===== src/sv/sae_pkg.sv =====
`default_nettype none
package sae_pkg;

    localparam int MAX_SYMBOLS   = 4096;
    localparam int ALPHABET_SIZE = 26;
    localparam int NSTATES       = 2 * MAX_SYMBOLS;
    localparam int STATE_W       = $clog2(NSTATES);
    localparam int SYM_W         = 5;
    localparam int TAKEN_W       = $clog2(MAX_SYMBOLS + 1);
    localparam int TRANS_DEPTH   = NSTATES * ALPHABET_SIZE;
    localparam int TRANS_AW      = $clog2(TRANS_DEPTH);
    localparam int CNT_W         = $clog2(ALPHABET_SIZE + 1);

    localparam logic [STATE_W-1:0] ROOT_STATE = STATE_W'(1);
    localparam logic [STATE_W-1:0] NO_STATE   = STATE_W'(0);

    // controller states, also the command that selects the datapath operation
    typedef enum logic [8:0] {
        OP_CLEAR  = 9'b000000001,
        OP_IDLE   = 9'b000000010,
        OP_W1_RD  = 9'b000000100,
        OP_W1_CHK = 9'b000001000,
        OP_Q_CHK  = 9'b000010000,
        OP_COPY   = 9'b000100000,
        OP_W2_RD  = 9'b001000000,
        OP_W2_CHK = 9'b010000000,
        OP_FIN    = 9'b100000000
    } op_t;

    typedef struct packed {
        op_t  op;
        logic accept;
    } cmd_t;

    typedef struct packed {
        logic clear_done;
        logic special;
        logic p_zero;
        logic edge_zero;
        logic len_match;
        logic copy_done;
        logic edge_is_q;
        logic out_free;
    } status_t;

    // row-major transition address: state * alphabet + symbol
    function automatic logic [TRANS_AW-1:0] trans_addr(
        input logic [STATE_W-1:0] s,
        input logic [SYM_W-1:0]   c
    );
        trans_addr = TRANS_AW'(s) * TRANS_AW'(ALPHABET_SIZE) + TRANS_AW'(c);
    endfunction

endpackage
`default_nettype wire


===== src/sv/sae_ctrl.sv =====
`default_nettype none
module sae_ctrl (
    input  wire logic             clk,
    input  wire logic             rst_n,
    input  wire logic             in_valid,
    output logic                  in_stall,
    input  wire sae_pkg::status_t status,
    output sae_pkg::cmd_t         cmd
);

    sae_pkg::op_t state_reg, state_next;

    always_ff @(posedge clk or negedge rst_n)
    begin
        if (!rst_n)
        begin
            state_reg <= sae_pkg::OP_CLEAR;
        end
        else
        begin
            state_reg <= state_next;
        end
    end

    always_comb
    begin
        state_next = state_reg;
        unique case (state_reg)
            sae_pkg::OP_CLEAR:
            begin
                if (status.clear_done)
                begin
                    state_next = sae_pkg::OP_IDLE;
                end
            end
            sae_pkg::OP_IDLE:
            begin
                if (in_valid)
                begin
                    state_next = status.special ? sae_pkg::OP_FIN : sae_pkg::OP_W1_RD;
                end
            end
            sae_pkg::OP_W1_RD:
            begin
                state_next = status.p_zero ? sae_pkg::OP_FIN : sae_pkg::OP_W1_CHK;
            end
            sae_pkg::OP_W1_CHK:
            begin
                state_next = status.edge_zero ? sae_pkg::OP_W1_RD : sae_pkg::OP_Q_CHK;
            end
            sae_pkg::OP_Q_CHK:
            begin
                state_next = status.len_match ? sae_pkg::OP_FIN : sae_pkg::OP_COPY;
            end
            sae_pkg::OP_COPY:
            begin
                if (status.copy_done)
                begin
                    state_next = sae_pkg::OP_W2_RD;
                end
            end
            sae_pkg::OP_W2_RD:
            begin
                state_next = status.p_zero ? sae_pkg::OP_FIN : sae_pkg::OP_W2_CHK;
            end
            sae_pkg::OP_W2_CHK:
            begin
                state_next = status.edge_is_q ? sae_pkg::OP_W2_RD : sae_pkg::OP_FIN;
            end
            sae_pkg::OP_FIN:
            begin
                if (status.out_free)
                begin
                    state_next = sae_pkg::OP_IDLE;
                end
            end
            default:
            begin
                state_next = sae_pkg::OP_CLEAR;
            end
        endcase
    end

    assign in_stall   = (state_reg != sae_pkg::OP_IDLE);
    assign cmd.op     = state_reg;
    assign cmd.accept = in_valid && (state_reg == sae_pkg::OP_IDLE);

endmodule
`default_nettype wire


===== config.mk =====
export PLATFORM = sky130hd
export DESIGN_NAME = sae_ctrl
export DESIGN_NICKNAME = d
export VERILOG_FILES = /design/src/sv/sae_pkg.sv /design/src/sv/sae_ctrl.sv
export SDC_FILE = /design/constraint.sdc
export NUM_CORES = 1
export LEC_CHECK = 0
export BUFFER_PORTS_ARGS = -buffer_cell sky130_fd_sc_hd__buf_2
export CAP_MARGIN = 20
export CELL_PAD_IN_SITES_DETAIL_PLACEMENT = 0
export CELL_PAD_IN_SITES_GLOBAL_PLACEMENT = 2
export CORE_ASPECT_RATIO = 1.2
export CORE_MARGIN = 2
export CORE_UTILIZATION = 30
export CTS_BUF_LIST = sky130_fd_sc_hd__clkbuf_4 sky130_fd_sc_hd__clkbuf_8 sky130_fd_sc_hd__clkbuf_16
export DETAILED_ROUTE_END_ITERATION = 10
export PLACE_DENSITY_LB_ADDON = 0.25
export SLEW_MARGIN = 20
export SYNTH_ARGS = -nofsm -noshare
export SYNTH_HDL_FRONTEND = slang
export SYNTH_SLANG_ARGS = --single-unit

===== constraint.sdc =====
create_clock -name clk -period 2.8 [get_ports clk]
set_input_delay 0.84 -clock clk [delete_from_list [all_inputs] [get_ports clk]]
set_output_delay 0.84 -clock clk [all_outputs]
set_load 0.01 [all_outputs]

Word level (Yosys, flattened, before mapping)
Cells that the tools add are included.

word-level totals
  register bits = 9
  input bits = 11
  logic and storage cells = 28

cells by class
  equality and inequality tests = 14
  mux-type cells = 11
  reduce and logical (&&, ||, !) cells = 2

operators with widths
  operator                                                count
  2-to-1 mux 9 bit                                        9
  one-hot mux 9 bit (9 select lines)                      1
  == test 9 x 1 -> 1 bit (second input constant)          1
  == test 9 x 2 -> 1 bit (second input constant)          1
  == test 9 x 3 -> 1 bit (second input constant)          1
  == test 9 x 4 -> 1 bit (second input constant)          1
  == test 9 x 5 -> 1 bit (second input constant)          1
  == test 9 x 6 -> 1 bit (second input constant)          1
  == test 9 x 7 -> 1 bit (second input constant)          1
  == test 9 x 8 -> 1 bit (second input constant)          1
  == test 9 bit (second input constant)                   1
  inequality test 9 x 2 -> 1 bit (second input constant)  1
  inequality test 2 bit (second input constant)           4
  2-to-1 mux 5 bit                                        1
  AND reduction 4 bit                                     1
  logical AND 1 bit                                       1

Logic depth before layout (Yosys ltp)
  depth after elaboration = 3
  mapped depth = 6
  depth with buffers taken out = 5

Worst setup path before layout
Ideal clock, no wire load.

  path kind = register to output
  start point = reg state_reg[5]
  end point = out cmd[0] (netlist name)
  arrival time = 1.311 ns
  path slack = 0.649 ns
  stages on the path, launching flop included = 5
  path through = dfrtp_1 buf_6 nor4_4 and3_1 and2_1

RTL lines
  what                      RTL line        source
  start: declaration        sae_ctrl.sv:11  sae_pkg::op_t state_reg, state_next;
  start signal: assignment  sae_ctrl.sv:17  state_reg <= sae_pkg::OP_CLEAR;
  start signal: assignment  sae_ctrl.sv:21  state_reg <= state_next;
  end: declaration          sae_ctrl.sv:8   output sae_pkg::cmd_t cmd

==> flow_summary.ini <==
[run_status]
run_status = finished clean

[logic_synthesis]
synth_largest_type_area_fraction = 0.2974
synthDominantAreaCellType = sky130_fd_sc_hd__dfrtp_1
largest_family_of_logic_cells_by_synthesized_area = simple AND/OR/NAND/NOR gates
basic_gate_share_of_the_synthesized_area_counting_and_or_nand_and_nor_cells = 0.3476
synthAdderAreaFrac = 0
synthesis.area_um2 = 673.1
synth_area_leaders = sky130_fd_sc_hd__dfrtp_1 (30%), sky130_fd_sc_hd__nor4b_1 (5.2%), sky130_fd_sc_hd__dfstp_2 (3.9%)
yosys-mux-area-fraction = 0
synth_seq_cells = 9
synthCells = 73
yosysWarnings = 0
yosysSeqAreaShare = 0.3364
synthesis.nets = 84
post_synth.cell_area_avg_um2 = 9.221
ys_types = 37
post_synth_xor_xnor_area = 0.03903
synth-compound-area-share = 0.1952

[clocking]
cts_root_buffer = sky130_fd_sc_hd__clkbuf_4
postCtsSetupRepairBufs = 0
cts_buffer_depth = 2
htree_levels = 1
ctsResizeCount = 0
clk-insertion-delay-late_ns = 0.26
clock_sink_count = 9
cts_tree = yes
cts-hold-fix-buffers = 0
clock_edge_transition_at_the_registers_on_the_reported_setup_and_hold_paths_ns = 0.07
cts_made_buffers = 3

[routing]
firstDrtPassIters = 4
postRouteAntennaNets = 0
route.detailed.wl_per_inst_um = 13.21
viasPerCell = 5.000
drt_iter0_markers = 13
dr_total_vias = 615
residual_drc_count = 0
drt_wirelength_mm = 1.625

[cells_and_area]
final_layout_size_suffix_gt1_frac = 0.3763
area_delta_synth_final_pct = 20.82
filler_cell_count = 233
fraction_of_the_core_area_covered_by_cells_at_the_end_of_the_flow = 0.3883
regArea_um2 = 226.5
number_of_antenna_repair_diodes = 0
multiInputGateArea_um2 = 391.6
nets = 105
largest_register_ffs = 9

[die]
num_rows = 18
floorplan.die_area_um2 = 2640
start_util = 0.3214
io_pins = 22
die_width_um = 47.24
dieHeight_um = 55.89
core-area_um2 = 2095

[worst_setup_path]
element_type_at_the_critical_path_start = flip-flop
required_time_reported_for_the_critical_path_endpoint_ns = 1.96
slowest_delay_ns = 0.49
crit_type = reg -> out
critical_path.n_buffers_inverters = 1
cpLargestDelayFamily = simple AND/OR/NAND/NOR gates
worst_setup_path_end_kind = output port
critical_path.cell_chain = nor4_4, and3_1, and2_1, buf_2
crit_arrival_ns = 1.58
slowest_stage = sky130_fd_sc_hd__dfrtp_1
top_fanout_value_on_the_critical_path = 10

[global_routing]
global_route.overflow_total = 0
grt_first_pass_wirelength_mm = 2.732
total_global_route_track_usage = 0.1397
first_global_vias = 562
grt_max_degree = 12
grt_antenna_before_repair = 0

[placement]
hpwlAfterDp_mm = 1.268
finalWeightedCongestion = 0.7934
place.port_buffers = 21

[sta]
maxSlewViolCount = 0
transition_time_of_the_tightest_slew_check_pin_ns = 0.4381
setup_repair_after_global_routing_missed_its_margin = no
achievable-frequency_mhz = 413.5
finClkSkew_ns = 0.007855
setup_total_negative_slack_ns = 0
timing.final.crit_share = 0.8637
hold_viol_final = 0
final_period_minus_worst_setup_slack_ns = 2.418
setup_viol = 0
maxSlewHeadroom = 0.7038

[power_and_ir_drop]
peakVddDrop_uv = 319.9
power_per_cell_area_nw_per_um2 = 701.6
leakage_nw = 0.3927
fin_total_pwr_w = 0.0005706

[min_path]
holdCritPathClass = in -> async

[run]
maxCapViolations = 0
final timing paths:
path | startpoint | to | slack [ns] | cells after the start
worst max-delay path | state_reg[5] | cmd[0] | 0.38 | 4
worst max register to register | state_reg[5] | state_reg[6] | 0.92 | 6
worst min register to register | state_reg[3] | state_reg[3] | 0.60 | 1
worst min-delay path | rst_n | state_reg[8] | 0.43 | 1
max in group asynchronous | rst_n | state_reg[0] | 2.12 | 1
min in group clk | state_reg[3] | state_reg[3] | 0.60 | 1
cells by family after synthesis:
family	count (synthesis)
and+or+nand+nor	34
xor gates and xnor gates	3
AOI/OAI and AO/OA	17
DFF	9
buffers and inverters	10
cells in the mapped netlist:
library cell and instances:
sky130_fd_sc_hd__o2111ai_1 1, sky130_fd_sc_hd__o21ba_1 1, sky130_fd_sc_hd__and2_1 1, sky130_fd_sc_hd__a211oi_1 3
sky130_fd_sc_hd__a31oi_1 1, sky130_fd_sc_hd__o21ai_1 1, sky130_fd_sc_hd__nor3_1 3, sky130_fd_sc_hd__nor3b_1 2
sky130_fd_sc_hd__and3_2 1, sky130_fd_sc_hd__nor4b_1 4, sky130_fd_sc_hd__or3b_2 1, sky130_fd_sc_hd__a21oi_1 1
sky130_fd_sc_hd__a21o_1 1, sky130_fd_sc_hd__xor2_1 3, sky130_fd_sc_hd__nand4_1 1, sky130_fd_sc_hd__o21bai_1 1
sky130_fd_sc_hd__buf_6 2, sky130_fd_sc_hd__o21ai_0 3, sky130_fd_sc_hd__nor2_1 5, sky130_fd_sc_hd__dfrtp_1 8
sky130_fd_sc_hd__inv_1 4, sky130_fd_sc_hd__a22o_2 1, sky130_fd_sc_hd__o32ai_2 1, sky130_fd_sc_hd__clkbuf_1 2
sky130_fd_sc_hd__nand3b_2 1, sky130_fd_sc_hd__nand2_1 4, sky130_fd_sc_hd__nand2b_1 2, sky130_fd_sc_hd__and3b_1 1
sky130_fd_sc_hd__dfstp_2 1, sky130_fd_sc_hd__o22a_1 2, sky130_fd_sc_hd__nor4_4 1, sky130_fd_sc_hd__nor4_2 1
sky130_fd_sc_hd__buf_2 2, sky130_fd_sc_hd__and3_1 3, sky130_fd_sc_hd__nor4_1 1, sky130_fd_sc_hd__nand3_1 1
sky130_fd_sc_hd__nor3_2 1
power by group:
group          total (W)  internal (W)  leakage, nW  switching (W)
Clock           0.000112     0.0000646       0.0184      0.0000470
Combinational   0.000257      0.000127        0.254       0.000131
Sequential      0.000202      0.000156        0.121      0.0000461
layout by cell type (no fill, tap or decap), drive strengths merged, types with 4 or more instances in the layout:
master / n
o21ai: 4
clkbuf: 4
dfrtp: 8
nor4b: 4
nor2: 5
buf: 22
nor3: 4
inv: 4
and3: 4
nand2: 4
area by class of cell:
class                      instances  share of cell area
sequential                         9              0.2785
inverter                           4             0.01846
clock buffer                       4             0.03692
tap                               30             0.04615
multi-input combinational         54              0.4815
timing repair buffer              22              0.1385
metal layers:
layer / routed length (um) / up-vias / track usage
met5: 0 / - / 0
met2: 779 / 15 / 0.2008
met3: 60 / 4 / 0.01948
met1: 755 / 284 / 0.2020
met4: 31 / 0 / 0.05952
li1: - / 312 / -
stage by stage:
| stage | hold WS, ns | setup WS, ns | cells | area [um2] |
|---|---|---|---|---|
| 3_5_place_dp | 0.6005 | 0.6731 | 119 | 783.3 |
| 3_3_place_gp | 0.5923 | 0.6753 | 119 | 783.3 |
| 4_1_cts | 0.4389 | 0.3771 | 123 | 813.3 |
| 2_1_floorplan | 0.5444 | 0.6488 | 73 | 673.1 |
| 6_report | 0.4251 | 0.3816 | 123 | 813.3 |
| 5_1_grt | 0.4396 | 0.2811 | 123 | 813.3 |
No activity file was read; power rests on OpenSTA's default activity.
